## src/rtl/core/txhv_pkg.sv

```systemverilog
// ----------------------------------------------------------------------------
// txhv_pkg
// Shared types and constants for the transaction header varint parser.
// ----------------------------------------------------------------------------
package txhv_pkg;

  localparam int NETWORK_BYTES    = 32;
  localparam int KEY_BYTES        = 32;
  localparam int MAX_VARINT_BYTES = 10;

  localparam int KEY_WORDS  = 4;
  localparam int CFG_IDX_W  = $clog2(KEY_WORDS);
  localparam int QDEPTH     = 2;
  localparam int QPTR_W     = $clog2(QDEPTH);
  localparam int QCNT_W     = $clog2(QDEPTH + 1);

  typedef enum logic [3:0] {
    PH_IDLE   = 4'd0,
    PH_NET    = 4'd1,
    PH_MODULE = 4'd2,
    PH_ASSET  = 4'd3,
    PH_NONCE  = 4'd4,
    PH_FEE    = 4'd5,
    PH_KEYLEN = 4'd6,
    PH_KEY    = 4'd7,
    PH_DONE   = 4'd8
  } phase_t;

  typedef enum logic [3:0] {
    KIND_NET_BYTE   = 4'd0,
    KIND_MODULE     = 4'd1,
    KIND_ASSET      = 4'd2,
    KIND_NONCE      = 4'd3,
    KIND_FEE        = 4'd4,
    KIND_HEADER_OK  = 4'd5,
    KIND_BAD_KEYLEN = 4'd6,
    KIND_KEY_MISS   = 4'd7,
    KIND_VARINT_LONG = 4'd8
  } kind_t;

  typedef struct packed {
    kind_t       kind;
    logic [63:0] value;
  } result_t;

  function automatic kind_t phase_kind(input phase_t ph);
    kind_t k;
    unique case (ph)
      PH_MODULE: k = KIND_MODULE;
      PH_ASSET:  k = KIND_ASSET;
      PH_NONCE:  k = KIND_NONCE;
      default:   k = KIND_FEE;
    endcase
    return k;
  endfunction

endpackage

```

## src/rtl/core/txhv_parser.sv

```systemverilog
// ----------------------------------------------------------------------------
// txhv_parser
// Front end: takes one transaction byte per cycle when byte_vld is set, tracks the header phase,
// decodes varints, checks the key and pushes results into the queue.
// ----------------------------------------------------------------------------
module txhv_parser (
  input  logic                          clk,
  input  logic                          rst_n,
  input  logic                          byte_vld,
  input  logic [7:0]                    data_byte,
  input  logic                          start_req,
  input  logic                          cfg_we,
  input  logic [txhv_pkg::CFG_IDX_W-1:0] cfg_addr,
  input  logic [63:0]                   cfg_wdata,
  output logic                          push,
  output txhv_pkg::result_t             push_data
);

  txhv_pkg::phase_t phase_r, phase_nxt, cur_phase;
  logic [5:0]  byte_count_r, byte_count_nxt, cur_bc, bc_inc;
  logic [63:0] varint_acc_r, varint_acc_nxt, cur_acc, acc_or, shifted;
  logic [3:0]  varint_bytes_r, varint_bytes_nxt, cur_vb, vb_inc;
  logic        in_tag_r, in_tag_nxt, cur_tag;
  logic        key_differs_r, key_differs_nxt, cur_kd, kd_or;
  logic [63:0] expected_key_r [txhv_pkg::KEY_WORDS];
  logic [6:0]  shamt;
  logic [4:0]  key_idx;
  logic [63:0] key_word;
  logic [7:0]  want;
  logic        var_cont, var_long, net_end, key_end, len_ok;

  always_ff @(posedge clk) begin
    if (cfg_we) begin
      expected_key_r[cfg_addr] <= cfg_wdata;
    end
    if (!rst_n) begin
      for (int i = 0; i < txhv_pkg::KEY_WORDS; i++) begin
        expected_key_r[i] <= '0;
      end
    end
  end

  always_comb begin
    cur_phase = start_req ? txhv_pkg::PH_NET : phase_r;
    cur_bc    = start_req ? 6'd0  : byte_count_r;
    cur_acc   = start_req ? 64'd0 : varint_acc_r;
    cur_vb    = start_req ? 4'd0  : varint_bytes_r;
    cur_tag   = start_req ? 1'b1  : in_tag_r;
    cur_kd    = start_req ? 1'b0  : key_differs_r;

    bc_inc   = cur_bc + 6'd1;
    net_end  = bc_inc >= 6'(txhv_pkg::NETWORK_BYTES);
    key_end  = bc_inc >= 6'(txhv_pkg::KEY_BYTES);

    shamt    = 7'({3'd0, cur_vb} * 7'd7);
    shifted  = (shamt < 7'd64) ? ({57'd0, data_byte[6:0]} << shamt[5:0]) : 64'd0;
    acc_or   = cur_acc | shifted;
    vb_inc   = cur_vb + 4'd1;
    var_cont = data_byte[7];
    var_long = vb_inc >= 4'(txhv_pkg::MAX_VARINT_BYTES);
    len_ok   = acc_or == 64'(txhv_pkg::KEY_BYTES);

    key_idx  = cur_bc[4:0];
    key_word = expected_key_r[key_idx[4:3]];
    want     = key_word[8*(7 - key_idx[2:0]) +: 8];
    kd_or    = cur_kd | (want != data_byte);
  end

  // next phase
  always_comb begin
    phase_nxt = phase_r;
    if (byte_vld) begin
      phase_nxt = cur_phase;
      unique case (cur_phase)
        txhv_pkg::PH_NET: begin
          if (net_end) phase_nxt = txhv_pkg::PH_MODULE;
        end
        txhv_pkg::PH_MODULE, txhv_pkg::PH_ASSET, txhv_pkg::PH_NONCE,
        txhv_pkg::PH_FEE, txhv_pkg::PH_KEYLEN: begin
          if (var_cont) begin
            if (var_long) phase_nxt = txhv_pkg::PH_DONE;
          end else if (!cur_tag) begin
            if (cur_phase == txhv_pkg::PH_KEYLEN) begin
              phase_nxt = len_ok ? txhv_pkg::PH_KEY : txhv_pkg::PH_DONE;
            end else begin
              phase_nxt = txhv_pkg::phase_t'(cur_phase + 4'd1);
            end
          end
        end
        txhv_pkg::PH_KEY: begin
          if (key_end) phase_nxt = txhv_pkg::PH_DONE;
        end
        default: phase_nxt = cur_phase;
      endcase
    end
  end

  // datapath and results
  always_comb begin
    byte_count_nxt   = byte_count_r;
    varint_acc_nxt   = varint_acc_r;
    varint_bytes_nxt = varint_bytes_r;
    in_tag_nxt       = in_tag_r;
    key_differs_nxt  = key_differs_r;
    push             = 1'b0;
    push_data.kind   = txhv_pkg::KIND_NET_BYTE;
    push_data.value  = 64'd0;
    if (byte_vld) begin
      byte_count_nxt   = cur_bc;
      varint_acc_nxt   = cur_acc;
      varint_bytes_nxt = cur_vb;
      in_tag_nxt       = cur_tag;
      key_differs_nxt  = cur_kd;
      unique case (cur_phase)
        txhv_pkg::PH_NET: begin
          push            = 1'b1;
          push_data.value = {56'd0, data_byte};
          byte_count_nxt  = net_end ? 6'd0 : bc_inc;
          if (net_end) begin
            varint_acc_nxt   = 64'd0;
            varint_bytes_nxt = 4'd0;
            in_tag_nxt       = 1'b1;
          end
        end
        txhv_pkg::PH_MODULE, txhv_pkg::PH_ASSET, txhv_pkg::PH_NONCE,
        txhv_pkg::PH_FEE, txhv_pkg::PH_KEYLEN: begin
          varint_acc_nxt   = acc_or;
          varint_bytes_nxt = vb_inc;
          if (var_cont) begin
            if (var_long) begin
              push           = 1'b1;
              push_data.kind = txhv_pkg::KIND_VARINT_LONG;
            end
          end else begin
            varint_acc_nxt   = 64'd0;
            varint_bytes_nxt = 4'd0;
            in_tag_nxt       = !cur_tag;
            if (!cur_tag) begin
              if (cur_phase == txhv_pkg::PH_KEYLEN) begin
                if (len_ok) begin
                  byte_count_nxt  = 6'd0;
                  key_differs_nxt = 1'b0;
                end else begin
                  push           = 1'b1;
                  push_data.kind = txhv_pkg::KIND_BAD_KEYLEN;
                end
              end else begin
                push            = 1'b1;
                push_data.kind  = txhv_pkg::phase_kind(cur_phase);
                push_data.value = (cur_phase == txhv_pkg::PH_MODULE ||
                                   cur_phase == txhv_pkg::PH_ASSET) ?
                                  {32'd0, acc_or[31:0]} : acc_or;
              end
            end
          end
        end
        txhv_pkg::PH_KEY: begin
          key_differs_nxt = kd_or;
          byte_count_nxt  = bc_inc;
          if (key_end) begin
            push           = 1'b1;
            push_data.kind = kd_or ? txhv_pkg::KIND_KEY_MISS : txhv_pkg::KIND_HEADER_OK;
          end
        end
        default: push = 1'b0;
      endcase
    end
  end

  always_ff @(posedge clk) begin
    if (!rst_n) begin
      phase_r        <= txhv_pkg::PH_IDLE;
      byte_count_r   <= '0;
      varint_acc_r   <= '0;
      varint_bytes_r <= '0;
      in_tag_r       <= 1'b1;
      key_differs_r  <= 1'b0;
    end else begin
      phase_r        <= phase_nxt;
      byte_count_r   <= byte_count_nxt;
      varint_acc_r   <= varint_acc_nxt;
      varint_bytes_r <= varint_bytes_nxt;
      in_tag_r       <= in_tag_nxt;
      key_differs_r  <= key_differs_nxt;
    end
  end

endmodule

```

## src/rtl/core/txhv_queue.sv

```systemverilog
// ----------------------------------------------------------------------------
// txhv_queue
// Back end: short result queue whose head drives the output channel.
// ----------------------------------------------------------------------------
module txhv_queue (
  input  logic              clk,
  input  logic              rst_n,
  input  logic              push,
  input  txhv_pkg::result_t push_data,
  output logic              full,
  output logic              out_vld,
  input  logic              out_rdy,
  output txhv_pkg::result_t out_data
);

  txhv_pkg::result_t                mem_r [txhv_pkg::QDEPTH];
  logic [txhv_pkg::QPTR_W-1:0]      wr_ptr_r, wr_ptr_nxt, rd_ptr_r, rd_ptr_nxt;
  logic [txhv_pkg::QCNT_W-1:0]      count_r, count_nxt;
  logic                             pop;

  assign full     = count_r == txhv_pkg::QCNT_W'(txhv_pkg::QDEPTH);
  assign out_vld  = count_r != '0;
  assign out_data = mem_r[rd_ptr_r];
  assign pop      = out_vld && out_rdy;

  always_comb begin
    wr_ptr_nxt = push ? wr_ptr_r + 1'b1 : wr_ptr_r;
    rd_ptr_nxt = pop  ? rd_ptr_r + 1'b1 : rd_ptr_r;
    count_nxt  = count_r;
    priority if (push && !pop) begin
      count_nxt = count_r + 1'b1;
    end else if (pop && !push) begin
      count_nxt = count_r - 1'b1;
    end else begin
      count_nxt = count_r;
    end
  end

  always_ff @(posedge clk) begin
    if (push) begin
      mem_r[wr_ptr_r] <= push_data;
    end
  end

  always_ff @(posedge clk) begin
    if (!rst_n) begin
      wr_ptr_r <= '0;
      rd_ptr_r <= '0;
      count_r  <= '0;
    end else begin
      wr_ptr_r <= wr_ptr_nxt;
      rd_ptr_r <= rd_ptr_nxt;
      count_r  <= count_nxt;
    end
  end

endmodule

```

## src/rtl/core/tx_header_varint_parser.sv

```systemverilog
// ----------------------------------------------------------------------------
// tx_header_varint_parser
// Parses a transaction header byte by byte: network bytes, four varint
// fields, key length and key compare, with a result queue on the output.
// ----------------------------------------------------------------------------
// Usage:
//   in_*  : one transaction byte per word; in_tuser set marks the first byte
//           of a new transaction and restarts parsing at any time.
//   out_* : one word per network byte, decoded field or final status.
//   cfg_* : write the four expected key words while the block is idle.
// Timing:
//   One byte accepted per cycle while in_tready is high. A result is written
//   to the queue as the byte that produced it is accepted and appears on out_*
//   once it reaches the queue head; the rate is set by the parser state update.
// Reset:
//   Parser waits for a start byte, queue is empty, key words read zero.
// Stall:
//   A two-entry result queue absorbs output backpressure; in_tready falls
//   when it is full and rises once the receiver takes a word.
// ----------------------------------------------------------------------------
module tx_header_varint_parser (
  input  logic                           clk,
  input  logic                           rst_n,
  input  logic                           in_tvalid,
  output logic                           in_tready,
  input  logic [7:0]                     in_tdata,   // data_byte
  input  logic                           in_tuser,   // start_req
  output logic                           out_tvalid,
  input  logic                           out_tready,
  output logic [63:0]                    out_tdata,  // field_value
  output logic [3:0]                     out_tuser,  // field_kind
  input  logic                           cfg_we,
  input  logic [txhv_pkg::CFG_IDX_W-1:0] cfg_addr,
  input  logic [63:0]                    cfg_wdata
);

  logic              full, push, byte_vld;
  txhv_pkg::result_t push_data, head;

  assign in_tready = !full;
  assign byte_vld  = in_tvalid && in_tready;

  txhv_parser u_parser (
    .clk       (clk),
    .rst_n     (rst_n),
    .byte_vld  (byte_vld),
    .data_byte (in_tdata),
    .start_req (in_tuser),
    .cfg_we    (cfg_we),
    .cfg_addr  (cfg_addr),
    .cfg_wdata (cfg_wdata),
    .push      (push),
    .push_data (push_data)
  );

  txhv_queue u_queue (
    .clk       (clk),
    .rst_n     (rst_n),
    .push      (push),
    .push_data (push_data),
    .full      (full),
    .out_vld   (out_tvalid),
    .out_rdy   (out_tready),
    .out_data  (head)
  );

  assign out_tdata = head.value;
  assign out_tuser = head.kind;

endmodule

```

## config.mk

```make
export PLATFORM = sky130hd
export DESIGN_NAME = tx_header_varint_parser
export DESIGN_NICKNAME = d
export VERILOG_FILES = /design/src/rtl/core/txhv_pkg.sv /design/src/rtl/core/txhv_parser.sv /design/src/rtl/core/txhv_queue.sv /design/src/rtl/core/tx_header_varint_parser.sv
export SDC_FILE = /design/constraint.sdc
export NUM_CORES = 1
export LEC_CHECK = 0
export BUFFER_PORTS_ARGS = -buffer_cell sky130_fd_sc_hd__buf_2
export CORE_UTILIZATION = 44
export CTS_CLUSTER_DIAMETER = 80
export CTS_CLUSTER_SIZE = 14
export DETAILED_ROUTE_END_ITERATION = 10
export PLACE_DENSITY = 0.6
export SLEW_MARGIN = 20
export SYNTH_ARGS = -nofsm -noshare
export SYNTH_HDL_FRONTEND = slang
export SYNTH_SLANG_ARGS = --single-unit
```

## constraint.sdc

```tcl
create_clock -name clk -period 13.33 [get_ports clk]
set_input_delay 1.333 -clock clk [delete_from_list [all_inputs] [get_ports clk]]
set_output_delay 1.333 -clock clk [all_outputs]
set_load 0.03 [all_outputs]
```

# ---- After elaboration in Yosys (flattened, before gate mapping)
# Memory sizes are Yosys's and may differ from the RTL's. A register that Yosys moved wholly into a read port is not among the register bits.
# Cells that the tools add are included.
dict set report op_classes {
  add_sub_neg 8
  n_mul 1
  n_lt_le_gt_ge 3
  eq_ne 10
  n_shift 2
  muxes 66
  n_bitwise 2
  n_reduce_logical 12
}
# cell count
set op_table {}
lappend op_table {{64-bit two-way mux} 7}
lappend op_table {{64-bit case mux with 2 select lines} 2}
lappend op_table {{68-bit two-way mux} 2}
lappend op_table {{64-bit by 6-bit == test with 1-bit output (second input constant)} 1}
lappend op_table {{64-bit OR} 1}
lappend op_table {{64-bit by 33-bit indexed part select with 8-bit output} 1}
lappend op_table {{7-bit by 6-bit left shift with 64-bit output} 1}
lappend op_table {{4-bit two-way mux} 15}
lappend op_table {{6-bit two-way mux} 6}
lappend op_table {{1-bit two-way mux} 22}
lappend op_table {{6-bit case mux with 3 select lines} 1}
lappend op_table {{4-bit by 3-bit == test with 1-bit output (second input constant)} 4}
lappend op_table {{4-bit case mux with 2 select lines} 2}
lappend op_table {{4-bit case mux with 3 select lines} 1}
lappend op_table {{3-bit case mux with 3 select lines} 1}
lappend op_table {{4-bit by 1-bit adder with 4-bit output (second input constant)} 2}
lappend op_table {{4-bit by 2-bit == test with 1-bit output (second input constant)} 2}
lappend op_table {{8-bit != test} 1}
lappend op_table {{7-bit < comparator (second input constant)} 1}
lappend op_table {{4-bit by 3-bit multiplier with 7-bit output (second input constant)} 1}
lappend op_table {{6-bit by 1-bit adder with 6-bit output (second input constant)} 1}
lappend op_table {{6-bit greater-or-equal comparator (second input constant)} 1}
lappend op_table {{2-bit two-way mux} 3}
lappend op_table {{5-bit OR reduction} 1}
lappend op_table {{15 further kinds} 24}
dict set report totals {
  ff_bits 84
  mem_bits_rw 392
  input_bits 80
  out_inout_bits 70
  wordCells 115
  memories 2
}
# name words word_bits rd rd_clocked_by_memory_dff wr line
set memory_table {}
lappend memory_table {u_parser.expected_key_r 4 64 1 0 5 txhv_parser.sv:25} ;# logic [63:0] expected_key_r [txhv_pkg::KEY_WORDS];
lappend memory_table {u_queue.mem_r 2 68 1 1 1 txhv_queue.sv:16} ;# txhv_pkg::result_t mem_r [txhv_pkg::QDEPTH];

# ---- Longest topological paths before layout
dict set report depth {
  ltp_word 16
  mapped_depth 24
  ltp_nobuf 20
}

# ---- Modules after synthesis
# Synthesis repeated with hierarchy kept, for this count alone.
dict set report unflattened {
  cells_unflattened 2557
  hier_area_um2 22426.5
}
# mod n_inst cells_each area_each_um2 seq_area_each_um2
set by_module_without_submodules {}
lappend by_module_without_submodules {txhv_parser 1 2321 17212.8 6726.5}
lappend by_module_without_submodules {txhv_queue 1 234 5203.7 4184.0}
lappend by_module_without_submodules {tx_header_varint_parser 1 2 10.0 0.0}

# ---- Least setup slack after synthesis
# Ideal clock, no wire load.
dict set report synth_path {
  kind {in2reg}
  start {input in_tuser}
  end {memory u_queue.mem_r[0][0] (netlist bit) (enable)}
  setup_time_ns 0.578
  t_arrival_ns 9.573
  t_required_ns 12.752
  path_slack_ns 3.179
  cell_stages 20
  path_buffers 6
  path_cell_list {buf_2 -> clkbuf_1 -> buf_2 -> buf_4 -> buf_4 -> nor2_1 -> ha_1 -> inv_1 -> fa_1 -> buf_2 -> or3b_1 -> a211o_1 -> or4_1 -> a2bb2oi_1 -> and3b_1 -> nand4b_1 -> nor4_4 -> nand3_2 -> a21boi_1 -> nor3_1}
}
dict set report synth_via {
  elab_chain_cells 14
  elab_cells_between_ends 33
  classes_between {add/sub (2); mul (1); order compare (3); eq/ne (8); shift (1); mux (16); bitwise (1); reduce/logical (1)}
}
# element line
set synth_rtl {}
lappend synth_rtl {{start: declaration} tx_header_varint_parser.sv:27} ;# input logic in_tuser,
lappend synth_rtl {{4-bit two-way mux} txhv_parser.sv:47} ;# cur_vb = start_req ? 4'd0 : varint_bytes_r;
lappend synth_rtl {{4-bit by 3-bit multiplier with 7-bit output} txhv_parser.sv:55} ;# shamt = 7'({3'd0, cur_vb} * 7'd7);
lappend synth_rtl {{7-bit < comparator or 7-bit by 6-bit left shift with 64-bit output (tied branches)} txhv_parser.sv:56} ;# shifted = (shamt < 7'd64) ? ({57'd0, data_byte[6:0]} << shamt[5:0]) : 64'd0;
lappend synth_rtl {{64-bit two-way mux} txhv_parser.sv:56}
lappend synth_rtl {{64-bit OR} txhv_parser.sv:57} ;# acc_or = cur_acc | shifted;
lappend synth_rtl {{64-bit by 6-bit == test with 1-bit output} txhv_parser.sv:61} ;# len_ok = acc_or == 64'(txhv_pkg::KEY_BYTES);
lappend synth_rtl {{1-bit two-way mux} txhv_parser.sv:140} ;# if (len_ok) begin
lappend synth_rtl {{1-bit two-way mux} txhv_parser.sv:139} ;# if (cur_phase == txhv_pkg::PH_KEYLEN) begin
lappend synth_rtl {{1-bit two-way mux} txhv_parser.sv:138} ;# if (!cur_tag) begin
lappend synth_rtl {{1-bit two-way mux} txhv_parser.sv:129} ;# if (var_cont) begin
lappend synth_rtl {{1-bit case mux with 3 select lines (*)} txhv_parser.sv:114} ;# unique case (cur_phase)
lappend synth_rtl {{1-bit two-way mux (*)} txhv_parser.sv:108} ;# if (byte_vld) begin
lappend synth_rtl {{1-bit two-way mux (*)} txhv_queue.sv:40} ;# if (push) begin
lappend synth_rtl {{1-bit two-way mux (not written as such) (*)} txhv_queue.sv:41} ;# mem_r[wr_ptr_r] <= push_data;
lappend synth_rtl {{end: declaration} txhv_queue.sv:16}
# Mark *: on every way between the ends. The rest lies on a longest branch, timed or not.

# ---- Worst setup path in the final report
dict set report layout_path {
  start {input in_tuser}
  end {register u_queue.count_r[1] (netlist bit)}
}
dict set report layout_via {
  elab_chain_cells 15
  elab_cells_between_ends 36
  classes_between {add/sub (2); mul (1); order compare (3); eq/ne (8); shift (1); mux (15); bitwise (1); reduce/logical (5)}
}
# element line
set layout_rtl {}
lappend layout_rtl {{4-bit two-way mux} txhv_parser.sv:47}
lappend layout_rtl {{4-bit by 3-bit multiplier with 7-bit output} txhv_parser.sv:55}
lappend layout_rtl {{7-bit < comparator or 7-bit by 6-bit left shift with 64-bit output (tied branches)} txhv_parser.sv:56}
lappend layout_rtl {{64-bit two-way mux} txhv_parser.sv:56}
lappend layout_rtl {{64-bit OR} txhv_parser.sv:57}
lappend layout_rtl {{64-bit by 6-bit == test with 1-bit output} txhv_parser.sv:61}
lappend layout_rtl {{1-bit two-way mux} txhv_parser.sv:140}
lappend layout_rtl {{1-bit two-way mux} txhv_parser.sv:139}
lappend layout_rtl {{1-bit two-way mux} txhv_parser.sv:138}
lappend layout_rtl {{1-bit two-way mux} txhv_parser.sv:129}
lappend layout_rtl {{1-bit case mux with 3 select lines (*)} txhv_parser.sv:114}
lappend layout_rtl {{1-bit two-way mux (*)} txhv_parser.sv:108}
lappend layout_rtl {{net push} tx_header_varint_parser.sv:37} ;# logic full, push, byte_vld;
lappend layout_rtl {{1-bit logical NOT} txhv_queue.sv:32} ;# end else if (pop && !push) begin
lappend layout_rtl {{1-bit logical AND} txhv_queue.sv:32}
lappend layout_rtl {{2-bit nonzero test (no source line)} n/a}
lappend layout_rtl {{end signal: assignment} txhv_queue.sv:53} ;# count_r <= count_nxt;
lappend layout_rtl {{end: declaration} txhv_queue.sv:18} ;# logic [txhv_pkg::QCNT_W-1:0] count_r, count_nxt;
# Mark *: on every way through the listed nets, which the timed path passes. The rest lies on a longest branch.
# A chain may end at the register's enable or synchronous reset.

==> qor.yml <==
synthesis:
  synth-edff-count: 136
  synth_cells: 2634
  synth.yosys.seq_area_share: 0.477
  synthArstFlopShare: 0
  synth_nets: 2726
  netlist_area_um2: 22900
  synth-seq-cells: 477
  ys_types: 100
  synthFlopType: "dfxtp_1"
  ys_warn_count: 0
  syn_area_per_cell_um2: 8.69
worst_setup_path:
  cp_top_family: "simple AND/OR/NAND/NOR gates"
  crit_chain: "buf_2 -> buf_4 -> nor2b_1 -> ha_1 -> a21o_1 -> ha_1 -> or2_1 -> and2_1 -> a22oi_1 -> nand2_1 -> a2111oi_2 -> nand4_1 -> nor4_4 -> nand3_2 -> a21boi_1 -> nor2_1 -> ha_1 -> or3_1 -> a21oi_1"
  crit_buf_inv: 2
  required_ns: 13.83
  crit_arrival_ns: 7.35
  cp_max_fo: 66
  slowest_delay_ns: 0.62
  worst-setup-path-type: "primary input to flip-flop"
  crit_top_cell: "ha_1"
  crit_path_top_delay_cell: "a22oi_1"
  worst_setup_path_start_kind: "primary input"
  endpoint_kind: "flip-flop"
global_routing:
  grt_start_max_net_pins: 162
  gr-usage-met2: 0.455
  use_met1: 0.367
  met3_usage: 0.0357
  globalRoute.busiestLayer: "met2"
  antenna_found_initial: 4
  grt-ovfl-total: 0
  grt_pass1_vias: 19000
  grtUsageTotal: 0.278
  grt_pass1_wl_mm: 115
cells_and_area:
  drive_gt1_frac: 0.144
  fill_cells: 4886
  syn_to_final_growth_pct: 9.77
  nNetsFinal: 2750
placed_design:
  gp_congestion: 0.953
  io_buffers: 149
  hpwl_mm: 49.3
floorplanning:
  die_h_um: 230
  die-area_um2: 53000
  ios: 150
  fp.coreArea_um2: 51400
  rows: 83
  start_util: 0.445
  die_w_um: 230
pwr:
  power.switching_mw: 1.04
  ir_drop_mv: 0.0896
  combPwrFrac: 0.201
  p_total_mw: 3.41
  p_leak_nw: 8.47
  seq_power_share: 0.465
  pwr-share-clk: 0.334
  switching_share: 0.305
  internal_power_mw: 2.37
  p_per_area_nw_per_um2: 136
route:
  drtAntennaViolNets: 0
  wl_per_cell_um: 22.2
  vias: 20000
  wirelength_mm: 74.6
  drc: 0
  drt_iter0_markers: 1873
  drt-vias-per-instance: 5.94
  dr.pass1.iters: 6
sta:
  setup_viol_count_final: 0
  fin_crit_ns: 6.85
  hold_viol_final: 0
  slew_headroom: 0.224
  fin_skew_ns: 0.0271
  rsz0062_at_grt: "false"
  slew_violations: 0
  fmax_mhz: 146
  finalCritPeriodShare: 0.514
  worst_pin_slew_ns: 1.16
  fin_setup_tns_ns: 0
outcome:
  status: "complete, no violations"
clock_tree:
  clock_path_buffers: 3
  post_cts_buffers: 0
  tritoncts: "built"
  cts_buffers: 42
  cts_root_buf: "clkbuf_16"
  holdBufCountCts: 0
  cts_num_sinks: 477
  insertion_delay_ns: 0.59
  htreeDepth: 2
  clkTransAtPathRegs_ns: 0.07
  post_cts_resized: 0
hold_path:
  hp-class: "flip-flop to flip-flop"
job:
  drv_cap: 0
==> cell usage in the layout, fill, tap and decap left out, types with 10 or more instances in the layout <==
cell type and n:
mux4_2 15, nor3_1 26, o22ai_1 26, a21oi_1 351
nor2b_1 15, nand2_1 643, a31oi_1 15, clkbuf_16 42
and3_1 11, ha_1 11, nor2_1 197, a211oi_1 19
o21ai_0 64, nand4_1 15, a32o_1 10, a22o_1 19
and2_1 18, buf_4 36, clkbuf_1 14, nand3_1 32
mux2i_1 49, mux2_2 88, dfxtp_1 338, buf_2 149
inv_1 22, nor4_1 16, edfxtp_1 136, a22oi_1 79
==> area by class of cell <==
type	count	area, um^2	area share
Clock inverter	8	83.8	0.00334
Sequential cell	477	10900	0.434
Tap cell	680	851	0.0339
Antenna cell	1	2.50	0.0000996
Inverter	26	105	0.00418
Timing Repair Buffer	185	1020	0.0404
Multi-Input combinational cell	1926	11000	0.439
Clock buffer	57	1120	0.0445
==> registers in the layout, indices dropped and copies added, names as in the netlist, 2 cells and up, named ones only <==
name / cells
u_parser.expected_key_r: 256
u_queue.mem_r: 136
u_parser.varint_acc_r: 64
u_parser.byte_count_r: 6
u_parser.phase_r: 4
u_parser.varint_bytes_r: 4
u_queue.count_r: 2
==> path summary, 6_finish.rpt <==
path / slack (ns) / startpoint / endpoint / depth (start not counted)
worst min register to register: 0.45 / u_parser.expected_key_r[0][51] / u_parser.expected_key_r[0][51] / 2
worst max-delay path: 6.48 / in_tuser / u_queue.count_r[1] / 19
worst min-delay path: 0.45 / u_parser.expected_key_r[0][51] / u_parser.expected_key_r[0][51] / 2
worst max register to register: 6.80 / u_parser.varint_bytes_r[1] / u_queue.count_r[1] / 19
==> per-stage QoR <==
step	setup WS [ns]	hold slack [ns]	cell area (um^2)	std cells	utilization
after detailed placement	5.94	0.443	23900	3294	0.465
after CTS	6.54	0.452	25100	3359	0.489
after floorplan	3.18	0.432	22900	2634	-
final	6.48	0.451	25100	3360	0.489
after global routing	6.09	0.469	25100	3359	0.489
after global placement	5.98	0.439	23900	3294	0.465
==> power by group through the flow <==
stage	logic (mW)	clock network [mW]	registers, mW
after floorplan	0.489	0	1.61
after global placement	0.682	0	1.61
after detailed placement	0.684	0	1.62
after CTS	0.687	1.16	1.59
after global routing	0.732	1.21	1.59
final	0.685	1.14	1.59
==> Yosys cell counts, drive strengths merged (25+ instances only) <==
library cell | number | area, um^2
a21oi | 351 | 1760
a22oi | 79 | 593
buf | 62 | 347
clkbuf | 143 | 539
dfxtp | 341 | 6830
edfxtp | 136 | 4080
inv | 25 | 93.8
mux2 | 88 | 991
mux2i | 49 | 490
nand2 | 643 | 2410
nand3 | 34 | 175
nor2 | 200 | 753
nor3 | 28 | 151
o21ai | 71 | 359
o22ai | 27 | 175
==> kinds of logic (layout without fill, tap and decap cells) <==
group                    Yosys count  in the layout  synth area share
other                              0              1                 0
multiplexers                     152            152            0.0795
AO/OA/AOI/OAI                    695            695             0.189
buffers and inverters            231            276            0.0430
AND/OR/NAND/NOR                 1052           1052             0.200
flip-flops                       477            477             0.477
adder cells (fa/ha/maj)           12             12           0.00689
XOR/XNOR                          15             15           0.00574
==> routing by layer <==
metal	vias to the layer above	wire length (um)
li1	9349	-
met4	8	3090
met5	-	52
met2	803	34900
met3	168	5170
met1	9643	31300
==> worst min-delay path, stage by stage (launching register included) <==
cell     delay [ns]
dfxtp_1        0.31
nand2_1        0.05
a21oi_1        0.05
No activity file was read; power rests on OpenSTA's default activity.
